==> src/rtl/mrr_pkg.sv <==
// ----------------------------------------------------------------------------
// mrr_pkg
// shared types for the miller-rabin round: sequencer states and the
// status word of the modular multiply unit
// ----------------------------------------------------------------------------
package mrr_pkg;

    typedef enum logic [8:0] {
        S_IDLE  = 9'b000000001,
        S_CLASS = 9'b000000010,
        S_SPLIT = 9'b000000100,
        S_BASE  = 9'b000001000,
        S_POW   = 9'b000010000,
        S_ACC   = 9'b000100000,
        S_SQB   = 9'b001000000,
        S_SQR   = 9'b010000000,
        S_DONE  = 9'b100000000
    } mrr_state_t;

    typedef struct packed {
        logic busy;
        logic done;
    } mrr_mul_status_t;

endpackage

==> src/rtl/mrr_modmul.sv <==
// ----------------------------------------------------------------------------
// mrr_modmul
// modular multiply: the product is registered at start, then a restoring
// shift-subtract reduction of the double-width product, one bit per cycle
// ----------------------------------------------------------------------------
module mrr_modmul
    import mrr_pkg::*;
#(
    parameter int W = 31
)
(
    input  logic            clk,
    input  logic            rst_n,
    input  logic            start,
    input  logic [W-1:0]    op_a,
    input  logic [W-1:0]    op_b,
    input  logic [W-1:0]    modulus,
    output logic [W-1:0]    result,
    output mrr_mul_status_t status
);

    localparam int PW = 2 * W;
    localparam int CW = $clog2(PW + 1);

    logic          busy_reg, busy_next;
    logic          done_reg, done_next;
    logic [CW-1:0] cnt_reg, cnt_next;
    logic [PW-1:0] prod_reg, prod_next;
    logic [W-1:0]  rem_reg, rem_next;

    logic [W:0]    trial;
    logic [W:0]    m_ext;
    logic [W:0]    diff;

    assign trial = {rem_reg, prod_reg[PW-1]};
    assign m_ext = {1'b0, modulus};
    assign diff  = trial - m_ext;

    always_comb
    begin
        busy_next = busy_reg;
        done_next = 1'b0;
        cnt_next  = cnt_reg;
        prod_next = prod_reg;
        rem_next  = rem_reg;
        if (start && !busy_reg)
        begin
            prod_next = PW'(op_a) * PW'(op_b);
            rem_next  = '0;
            cnt_next  = CW'(PW);
            busy_next = 1'b1;
        end
        else if (busy_reg)
        begin
            // one restoring step: remainder stays below the modulus
            rem_next  = (trial >= m_ext) ? diff[W-1:0] : trial[W-1:0];
            prod_next = prod_reg << 1;
            cnt_next  = cnt_reg - CW'(1);
            if (cnt_reg == CW'(1))
            begin
                busy_next = 1'b0;
                done_next = 1'b1;
            end
        end
    end

    always_ff @(posedge clk or negedge rst_n)
    begin
        if (!rst_n)
        begin
            busy_reg <= 1'b0;
            done_reg <= 1'b0;
            cnt_reg  <= '0;
        end
        else
        begin
            busy_reg <= busy_next;
            done_reg <= done_next;
            cnt_reg  <= cnt_next;
        end
    end

    always_ff @(posedge clk)
    begin
        prod_reg <= prod_next;
        rem_reg  <= rem_next;
    end

    assign result      = rem_reg;
    assign status.busy = busy_reg;
    assign status.done = done_reg;

endmodule

==> src/rtl/miller_rabin_round.sv <==
// ----------------------------------------------------------------------------
// miller_rabin_round
// one miller-rabin round: candidate n and witness base a in, verdict out
// ----------------------------------------------------------------------------
// usage
//   request channel: candidate and base with req_valid; a request is taken
//   when req_valid is high and req_stall is low. req_stall is high for the
//   whole time a request is being worked on, so one request is in flight.
//   result channel: probable_prime with res_valid; taken when res_valid is
//   high and res_stall is low. the verdict sits in an output register, so
//   the next request is taken while an earlier verdict still waits.
//   cost: n below 2, n equal to 2 and even n are decided without a
//   multiplication. odd n >= 3 takes M = 1 + bitlen(u) + popcount(u) + t
//   modular multiplications, where n - 1 = u * 2^t, done one after another
//   on the single shared modular multiplier with its bit-serial reduction;
//   for 31-bit candidates it is up to 62 multiplications.
//   a stalled result blocks the finish of the following request only.
//   reset: asynchronous, active low; the block comes up idle with no result
//   pending. there is no other state and no configuration.
// ----------------------------------------------------------------------------
module miller_rabin_round
    import mrr_pkg::*;
#(
    parameter int NUM_BITS = 31
)
(
    input  logic                clk,
    input  logic                rst_n,
    input  logic                req_valid,
    output logic                req_stall,
    input  logic [NUM_BITS-1:0] candidate,
    input  logic [NUM_BITS-1:0] base,
    output logic                res_valid,
    input  logic                res_stall,
    output logic                probable_prime
);

    localparam int W  = NUM_BITS;
    localparam int TW = $clog2(NUM_BITS);

    mrr_state_t      state_reg, state_next;
    logic [W-1:0]    n_reg, n_next;
    logic [W-1:0]    a_reg, a_next;
    logic [W-1:0]    b_reg, b_next;     // base power a^(2^k) mod n
    logic [W-1:0]    x_reg, x_next;     // accumulator, later the root under test
    logic [W-1:0]    u_reg, u_next;     // remaining exponent bits
    logic [TW-1:0]   t_reg, t_next;     // count of twos in n - 1
    logic [TW-1:0]   sq_reg, sq_next;   // squarings left
    logic            verdict_reg, verdict_next;
    logic            res_valid_reg, res_valid_next;
    logic            prime_reg, prime_next;

    logic            mul_start;
    logic [W-1:0]    mul_a;
    logic [W-1:0]    mul_b;
    logic [W-1:0]    mul_result;
    mrr_mul_status_t mul_status;

    logic [W-1:0]    n_minus_1;
    logic            out_free;

    assign n_minus_1 = n_reg - W'(1);
    assign out_free  = !res_valid_reg || !res_stall;

    mrr_modmul #(
        .W (W)
    ) u_modmul (
        .clk     (clk),
        .rst_n   (rst_n),
        .start   (mul_start),
        .op_a    (mul_a),
        .op_b    (mul_b),
        .modulus (n_reg),
        .result  (mul_result),
        .status  (mul_status)
    );

    // sequencer
    always_comb
    begin
        state_next   = state_reg;
        n_next       = n_reg;
        a_next       = a_reg;
        b_next       = b_reg;
        x_next       = x_reg;
        u_next       = u_reg;
        t_next       = t_reg;
        sq_next      = sq_reg;
        verdict_next = verdict_reg;
        mul_start    = 1'b0;
        mul_a        = x_reg;
        mul_b        = x_reg;

        unique case (state_reg)
            S_IDLE:
            begin
                if (req_valid)
                begin
                    n_next     = candidate;
                    a_next     = base;
                    state_next = S_CLASS;
                end
            end
            S_CLASS:
            begin
                // trivial candidates decided without the base
                if (n_reg < W'(2))
                begin
                    verdict_next = 1'b0;
                    state_next   = S_DONE;
                end
                else if (n_reg == W'(2))
                begin
                    verdict_next = 1'b1;
                    state_next   = S_DONE;
                end
                else if (!n_reg[0])
                begin
                    verdict_next = 1'b0;
                    state_next   = S_DONE;
                end
                else
                begin
                    u_next     = n_minus_1;
                    t_next     = '0;
                    state_next = S_SPLIT;
                end
            end
            S_SPLIT:
            begin
                if (u_reg[0])
                begin
                    // reduce the base: a * 1 mod n
                    mul_start  = 1'b1;
                    mul_a      = a_reg;
                    mul_b      = W'(1);
                    state_next = S_BASE;
                end
                else
                begin
                    u_next = u_reg >> 1;
                    t_next = t_reg + TW'(1);
                end
            end
            S_BASE:
            begin
                if (mul_status.done)
                begin
                    b_next     = mul_result;
                    x_next     = W'(1);
                    state_next = S_POW;
                end
            end
            S_POW:
            begin
                if (u_reg == '0)
                begin
                    mul_start  = 1'b1;
                    mul_a      = x_reg;
                    mul_b      = x_reg;
                    sq_next    = t_reg;
                    state_next = S_SQR;
                end
                else if (u_reg[0])
                begin
                    mul_start  = 1'b1;
                    mul_a      = x_reg;
                    mul_b      = b_reg;
                    state_next = S_ACC;
                end
                else
                begin
                    mul_start  = 1'b1;
                    mul_a      = b_reg;
                    mul_b      = b_reg;
                    state_next = S_SQB;
                end
            end
            S_ACC:
            begin
                if (mul_status.done)
                begin
                    x_next     = mul_result;
                    mul_start  = 1'b1;
                    mul_a      = b_reg;
                    mul_b      = b_reg;
                    state_next = S_SQB;
                end
            end
            S_SQB:
            begin
                if (mul_status.done)
                begin
                    b_next     = mul_result;
                    u_next     = u_reg >> 1;
                    state_next = S_POW;
                end
            end
            S_SQR:
            begin
                if (mul_status.done)
                begin
                    x_next  = mul_result;
                    sq_next = sq_reg - TW'(1);
                    // nontrivial square root of one
                    if (mul_result == W'(1) && x_reg != W'(1) && x_reg != n_minus_1)
                    begin
                        verdict_next = 1'b0;
                        state_next   = S_DONE;
                    end
                    else if (sq_reg == TW'(1))
                    begin
                        verdict_next = (mul_result == W'(1));
                        state_next   = S_DONE;
                    end
                    else
                    begin
                        mul_start = 1'b1;
                        mul_a     = mul_result;
                        mul_b     = mul_result;
                    end
                end
            end
            S_DONE:
            begin
                if (out_free)
                begin
                    state_next = S_IDLE;
                end
            end
            default:
            begin
                state_next = S_IDLE;
            end
        endcase
    end

    // output register
    always_comb
    begin
        res_valid_next = res_valid_reg;
        prime_next     = prime_reg;
        if (state_reg == S_DONE && out_free)
        begin
            res_valid_next = 1'b1;
            prime_next     = verdict_reg;
        end
        else if (res_valid_reg && !res_stall)
        begin
            res_valid_next = 1'b0;
        end
    end

    always_ff @(posedge clk or negedge rst_n)
    begin
        if (!rst_n)
        begin
            state_reg     <= S_IDLE;
            res_valid_reg <= 1'b0;
        end
        else
        begin
            state_reg     <= state_next;
            res_valid_reg <= res_valid_next;
        end
    end

    always_ff @(posedge clk)
    begin
        n_reg       <= n_next;
        a_reg       <= a_next;
        b_reg       <= b_next;
        x_reg       <= x_next;
        u_reg       <= u_next;
        t_reg       <= t_next;
        sq_reg      <= sq_next;
        verdict_reg <= verdict_next;
        prime_reg   <= prime_next;
    end

    assign req_stall      = (state_reg != S_IDLE);
    assign res_valid      = res_valid_reg;
    assign probable_prime = prime_reg;

    // multiply unit is only started when free
    assert property (@(posedge clk) disable iff (!rst_n)
        mul_start |-> !mul_status.busy)
        else $error("multiply started while busy");

    // a finished multiply is only seen in a state that waits for it
    assert property (@(posedge clk) disable iff (!rst_n)
        mul_status.done |-> (state_reg == S_BASE || state_reg == S_ACC ||
                             state_reg == S_SQB || state_reg == S_SQR))
        else $error("multiply result with nobody waiting");

    // reduced operands stay below the modulus during exponentiation
    assert property (@(posedge clk) disable iff (!rst_n)
        (state_reg == S_POW) |-> (b_reg < n_reg && x_reg < n_reg))
        else $error("operand not reduced");

    // squaring phase always has at least one squaring left
    assert property (@(posedge clk) disable iff (!rst_n)
        (state_reg == S_SQR) |-> (sq_reg != '0))
        else $error("squaring count ran out");

endmodule
==> config.mk <==
export PLATFORM = sky130hd
export DESIGN_NAME = miller_rabin_round
export DESIGN_NICKNAME = d
export VERILOG_FILES = /design/src/rtl/mrr_pkg.sv /design/src/rtl/mrr_modmul.sv /design/src/rtl/miller_rabin_round.sv
export SDC_FILE = /design/constraint.sdc
export NUM_CORES = 2
export LEC_CHECK = 0
export ABC_CLOCK_PERIOD_IN_PS = 24900
export BUFFER_PORTS_ARGS = -buffer_cell sky130_fd_sc_hd__clkbuf_2
export CAP_MARGIN = 20
export CORE_UTILIZATION = 30
export DETAILED_ROUTE_END_ITERATION = 8
export HOLD_SLACK_MARGIN = 0.08
export PLACE_DENSITY = 0.44
export REMOVE_ABC_BUFFERS = 1
export SETUP_SLACK_MARGIN = 0.5
export SLEW_MARGIN = 20
export SYNTH_ARGS = -nofsm -noshare
export SYNTH_HDL_FRONTEND = slang
export SYNTH_SLANG_ARGS = --single-unit
==> constraint.sdc <==
create_clock -name clk -period 24.9 [get_ports clk]
set_clock_uncertainty 0.1 [all_clocks]
set_input_delay 4.98 -clock clk [delete_from_list [all_inputs] [get_ports clk]]
set_output_delay 4.98 -clock clk [all_outputs]
set_load 0.02 [all_outputs]
Word level (Yosys, flattened, before mapping)
Cells that the tools add are included.
{"block": "word_totals", "in_bits": 66, "output_inout_bits": 3, "reg_bits": 278, "wordCells": 153}
{"block": "op_classes", "n_reduce_logical": 28, "muxes": 68, "add_sub_neg": 5, "n_eq_ne": 32, "n_mul": 1, "magnitude_cmp": 2}
{"cell": "31-bit 2-to-1 mux", "count": 17}
{"cell": "31-bit one-hot mux with 4 select lines", "count": 2}
{"cell": "62-bit 2-to-1 mux", "count": 2}
{"cell": "9-bit 2-to-1 mux", "count": 11}
{"cell": "31-bit one-hot mux with 3 select lines", "count": 1}
{"cell": "9-bit one-hot mux with 8 select lines", "count": 1}
{"cell": "31-bit by 31-bit multiplier with 62-bit output", "count": 1}
{"cell": "31-bit one-hot mux with 2 select lines", "count": 1}
{"cell": "32-bit by 31-bit greater-or-equal comparator with 1-bit output", "count": 1}
{"cell": "31-bit by 1-bit == test with 1-bit output (second input constant)", "count": 1}
{"cell": "31-bit by 2-bit == test with 1-bit output (second input constant)", "count": 1}
{"cell": "31-bit logical NOT", "count": 1}
{"cell": "31-bit by 2-bit < comparator with 1-bit output (second input constant)", "count": 1}
{"cell": "31-bit by 1-bit inequality test with 1-bit output (second input constant)", "count": 1}
{"cell": "31-bit inequality test", "count": 1}
{"cell": "31-bit by 1-bit subtractor with 31-bit output (second input constant)", "count": 1}
{"cell": "31-bit subtractor", "count": 1}
{"cell": "5-bit 2-to-1 mux", "count": 6}
{"cell": "5-bit one-hot mux with 2 select lines", "count": 2}
{"cell": "1-bit 2-to-1 mux", "count": 19}
{"cell": "2-bit inequality test (second input constant)", "count": 8}
{"cell": "6-bit 2-to-1 mux", "count": 2}
{"cell": "2-bit by 1-bit inequality test with 1-bit output (second input constant)", "count": 6}
{"cell": "2-bit nonzero test", "count": 6}
{"cell": "32 further kinds", "count": 42}

Depth between registers and ports, before layout
{"block": "depth", "ltp_word": 8, "depth_mapped": 45, "mapped_depth_nobuf": 39}

Cells and area by module
From an unflattened synthesis, not the netlist that was laid out.
{"block": "unflattened", "hier_cells": 4976, "area_unflattened_um2": 47068.9}
{"module": "mrr_modmul", "area_per_inst_um2": 36922.9, "cells_each": 4066, "seq_area_each_um2": 2682.6, "instances": 1}
{"module": "miller_rabin_round", "area_per_inst_um2": 10146.0, "cells_each": 910, "seq_area_each_um2": 5266.3, "instances": 1}

Worst setup path before layout
No wires, ideal clock.
{"block": "synth_path", "kind": "register to register", "startpoint": "register n_reg[0]", "endpoint": "register u_modmul.prod_reg[54], data pin", "setup_slack_ps": 13488, "stages_incl_launch_ff": 42, "n_path_buf": 5, "arrival_time_ps": 11052, "period_less_slack_ps": 11412, "required_time_ps": 24540, "setup_ps": 260, "path_cell_list": "edfxtp_1 -> inv_1 -> ha_1 -> or3b_2 -> buf_2 -> nor3_4 -> a21oi_1 -> or4_1 -> nor4_1 -> nand4_1 -> o41ai_2 -> o211ai_2 -> a21o_1 -> buf_2 -> buf_6 -> a221oi_2 -> buf_2 -> nor2_1 -> (+6 left out) -> fa_1 -> inv_1 -> fa_1 -> inv_1 -> fa_1 -> fa_1 -> ha_1 -> clkbuf_1 -> a21o_1 -> a311oi_1 -> o31ai_1 -> nor2_1 -> a21oi_1 -> o41ai_1 -> o21ai_0 -> o41ai_1 -> xnor2_1 -> mux2_2"}
{"block": "synth_via", "elab_chain_cells": 8, "elab_cells_between_ends": 13, "classes_between": "add/sub (1); mul (1); eq/ne (1); mux (8); reduce/logical (2)"}
{"item": "start: declaration", "line_no": "miller_rabin_round.sv:42", "rtl": "logic [W-1:0] n_reg, n_next;"}
{"item": "start signal: assignment", "line_no": "miller_rabin_round.sv:270", "rtl": "n_reg <= n_next;"}
{"item": "31-bit by 1-bit subtractor with 31-bit output (*)", "line_no": "miller_rabin_round.sv:62", "rtl": "assign n_minus_1 = n_reg - W'(1);"}
{"item": "31-bit inequality test (*)", "line_no": "miller_rabin_round.sv:206", "rtl": "if (mul_result == W'(1) && x_reg != W'(1) && x_reg != n_minus_1)"}
{"item": "1-bit logical AND (*)", "line_no": "miller_rabin_round.sv:206"}
{"item": "31-bit 2-to-1 mux or 1-bit 2-to-1 mux (tied branches)", "line_no": "miller_rabin_round.sv:206"}
{"item": "31-bit 2-to-1 mux or 1-bit 2-to-1 mux (tied branches)", "line_no": "miller_rabin_round.sv:201", "rtl": "if (mul_status.done)"}
{"item": "31-bit one-hot mux with 4 select lines or 1-bit one-hot mux with 4 select lines (tied branches)", "line_no": "miller_rabin_round.sv:94", "rtl": "unique case (state_reg)"}
{"item": "31-bit by 31-bit multiplier with 62-bit output or 1-bit logical AND (tied branches)", "line_no": "mrr_modmul.sv:48, mrr_modmul.sv:46"}
{"item": "62-bit 2-to-1 mux (*)", "line_no": "mrr_modmul.sv:46", "rtl": "if (start && !busy_reg)"}
{"item": "named net u_modmul.prod_next[54]", "line_no": "mrr_modmul.sv:28", "rtl": "logic [PW-1:0] prod_reg, prod_next;"}
{"item": "end signal: assignment", "line_no": "mrr_modmul.sv:85", "rtl": "prod_reg <= prod_next;"}
{"item": "end: declaration", "line_no": "mrr_modmul.sv:28"}
Mark *: on every way through the listed nets, which the timed path passes. The rest lies on a longest branch.
A chain may end at the register's enable or synchronous reset.

Worst setup path in the final report
{"block": "layout_path", "startpoint": "register n_reg[0]", "endpoint": "register u_modmul.prod_reg[59], data pin"}
The elaborated chain is that of the path after synthesis.

==> impl_metrics.yaml <==
synthesis:
  synth.top_cells.by_area: "fa_1, edfxtp_1, ha_1"
  synth_cell_type_count: 98
  netlist_area_um2: 48600
  synth_top_area_share: 0.345
  async_flop_share: 0.0647
  synthesis.yosys.warnings: 0
  synth_flop_cell: "edfxtp_1"
  synth_cells: 5342
  synth_edf_count: 229
  postSynthRegisterBits: 278
  syn_area_per_cell_um2: 9.09
  synth_seq_area_share: 0.164
  synth_top_area_cell: "fa_1"
clocking:
  clk-insertion-delay-late_ns: 0.63
  postCtsHoldBufs: 0
  clock_path_buffers: 3
  clkTransAtPathRegs_ns: 0.06
  cts_sinks: 278
  post_cts_resized: 0
  cts_post_setup_buffers_inserted: 0
  clock_tree.root_cell: "clkbuf_16"
  cts_tree: "built"
  clock_tree.htree_level_count: 2
  cts-buffers-inserted: 38
hold_path:
  whs_path_depth: 0
  hp-start: "verdict_reg"
  worst_hold_path_type: "reg2reg"
  endpoint_with_the_worst_hold_slack: "probable_prime"
final_layout:
  layout-drive-gt1-share: 0.0784
  commonest_cells_after_routing_fill_and_taps_aside: "inv_1, fa_1, nand2_1, nor2_1, ha_1"
  largest_register_ffs: 62
  syn2layout_area_growth_pct: 8.60
  final-instance-count-excl-fill: 7446
  layout_commonest_cell: "inv_1"
  fin_nets: 6450
timing:
  final_hold_violating_endpoints: 0
  worst_slew_pin_slew_ns: 1.09
  setup_total_negative_slack_ns: 0
  finalSetupViolCount: 0
  maxSlewViolCount: 0
  max_slew_margin: 0.272
  layout_worst_path_cycle_share: 0.595
  timing.fmax_ghz: 0.0675
  period_needed_ns: 14.81
  setup_repair_after_global_routing_missed_its_margin: "no"
pwr:
  leakage_dissipation_uw: 0.0240
  p_switching_uw: 1380
  switching_share: 0.475
  pwr-share-seq: 0.298
  ir_worst_vdd_mv: 0.0505
  p_int_uw: 1530
  share_of_total_power_in_the_clock_network: 0.202
  combinational_power_share: 0.500
  power.density_cell_area_nw_per_um2: 55.2
  total_power_uw: 2910
routing:
  dr.pass1.iters: 6
  antenna_violating_nets_post_route: 0
  detailedRoute.firstIterationViolations: 2999
  highest-signal-layer: "met5"
  drc: 0
  via_count: 38700
  route.detailed.vias_per_inst: 5.19
  met1_length_um: 82300
  detail_route.wl_per_cell_um: 24.5
  routed_wirelength_um: 182000
  dr_wl_met3_um: 11600
  detailroute.wirelength.met2_um: 83400
critical_path:
  setup.reg_to_reg.worst_slack_ns: 10.09
  reg2reg_depth: 38
  critPathLaunchType: "flop"
  crit_top_cell: "fa_1"
  timing.critical_path.slowest_cell_delay_ns: 0.82
  critical_path_arrival_ns: 15.09
  cpMaxStageDelayCell: "a221o_2"
  regToRegEndpoint: "u_modmul.prod_reg[59]"
  endpoint_kind: "flop"
  critPathKind: "reg2reg"
  cp_data_required_time_ns: 25.18
  crit_path_start: "n_reg[0]"
  path_max_fanout: 30
  worst_r2r_startpoint: "n_reg[0]"
placed_design:
  port_buffers: 68
  placed_cells_incl_taps: 7373
  detailed_placement_hpwl_um: 145000
  place.gp.congestion: 0.907
global_routing:
  total_gr_overflow: 0
  grt_util_all_layers: 0.227
  antenna_found_initial: 7
  pin_count_of_the_biggest_net_entering_global_routing: 52
  grt_pass1_wl_um: 274000
  grt_pass1_vias: 40300
die:
  die_x_um: 404
  die_y_um: 404
  num_io_pins: 69
  initial_utilization: 0.302
  standard_cell_rows: 147
  die_area_um2: 164000
  coreArea_um2: 161000
status:
  run_status: "complete, no violations"
flow_run:
  cap_viol_max_count: 0
## worst max path at each step
| stage | endpoint | slack, ns | cells past startpoint |
|---|---|---|---|
| global placement | u_modmul.prod_reg[54] | 9.92 | 37 |
| CTS | u_modmul.prod_reg[59] | 10.02 | 38 |
| global route | u_modmul.prod_reg[59] | 9.15 | 38 |
| finish | u_modmul.prod_reg[59] | 10.09 | 38 |
| floorplan | u_modmul.prod_reg[58] | 11.21 | 39 |
| detailed placement | u_modmul.prod_reg[59] | 10.04 | 38 |
## worst max-delay path, delay by kind of cell (launching register included)
kind | cells | cell delay (ns)
AO/OA/AOI/OAI | 11 | 5.51
XOR/XNOR | 2 | 0.42
adder cells (fa/ha/maj) | 10 | 4.44
buffers and inverters | 6 | 0.64
flip-flops | 1 | 0.54
multiplexers | 1 | 0.27
AND/OR/NAND/NOR | 8 | 2.60
## layer usage
metal / vias to the layer above / track usage
li1: 17100 / -
met1: 20200 / 0.319
met2: 1224 / 0.366
met3: 221 / 0.0318
met4: 2 / 0.0605
met5: - / 0
## kinds of logic after synthesis
group | count (synthesis) | synth area share
buf+inv | 1209 | 0.0973
flops | 278 | 0.164
simple gates | 1688 | 0.155
mux | 142 | 0.0307
fa+ha+maj | 1131 | 0.421
compound gates | 757 | 0.107
xor+xnor | 137 | 0.0255
## power by group through the flow
stage / Combinational [µW] / Sequential, µW / Clock (µW)
after floorplan: 923 / 795 / 0
after global placement: 1440 / 875 / 0
after detailed placement: 1440 / 872 / 0
after CTS: 1450 / 866 / 609
after global routing: 1590 / 886 / 622
final: 1460 / 867 / 588
## synth_stat cells, types with 38 or more instances
master,count
and2_1,68
buf_2,106
mux2_2,58
ha_1,293
a21oi_1,167
inv_1,893
xor2_1,40
fa_1,838
xnor2_1,94
nor2_1,453
mux2i_1,84
nor2b_1,47
nor3_1,80
o21ai_0,158
a21o_1,86
nand2_1,755
nand3_1,67
edfxtp_1,229
nor4_1,44
clkbuf_1,192
nand2b_1,38
## through the flow
| step | hold WS [ns] | worst slack, ns | util | cell area, µm² |
|---|---|---|---|---|
| final | 0.347 | 10.09 | 0.328 | 52800 |
| after global routing | 0.364 | 9.15 | 0.328 | 52800 |
| after CTS | 0.351 | 10.02 | 0.328 | 52700 |
| after detailed placement | 0.330 | 10.04 | 0.320 | 51500 |
| after global placement | 0.323 | 9.92 | 0.320 | 51500 |
| after floorplan | 0.300 | 11.21 | - | 47200 |
## layout make-up
cell class                      count  area (µm²)
Antenna cell                        3        7.51
Clock inverter                     21         240
Sequential cell                   278        7950
Timing Repair Buffer              186        1230
Inverter                          894        3360
Tap cell                         2160        2700
Fill cell                       16900      108000
Clock buffer                       49        1040
Multi-Input combinational cell   3855       36200
Note: power is estimated with default switching activity, not from simulation.
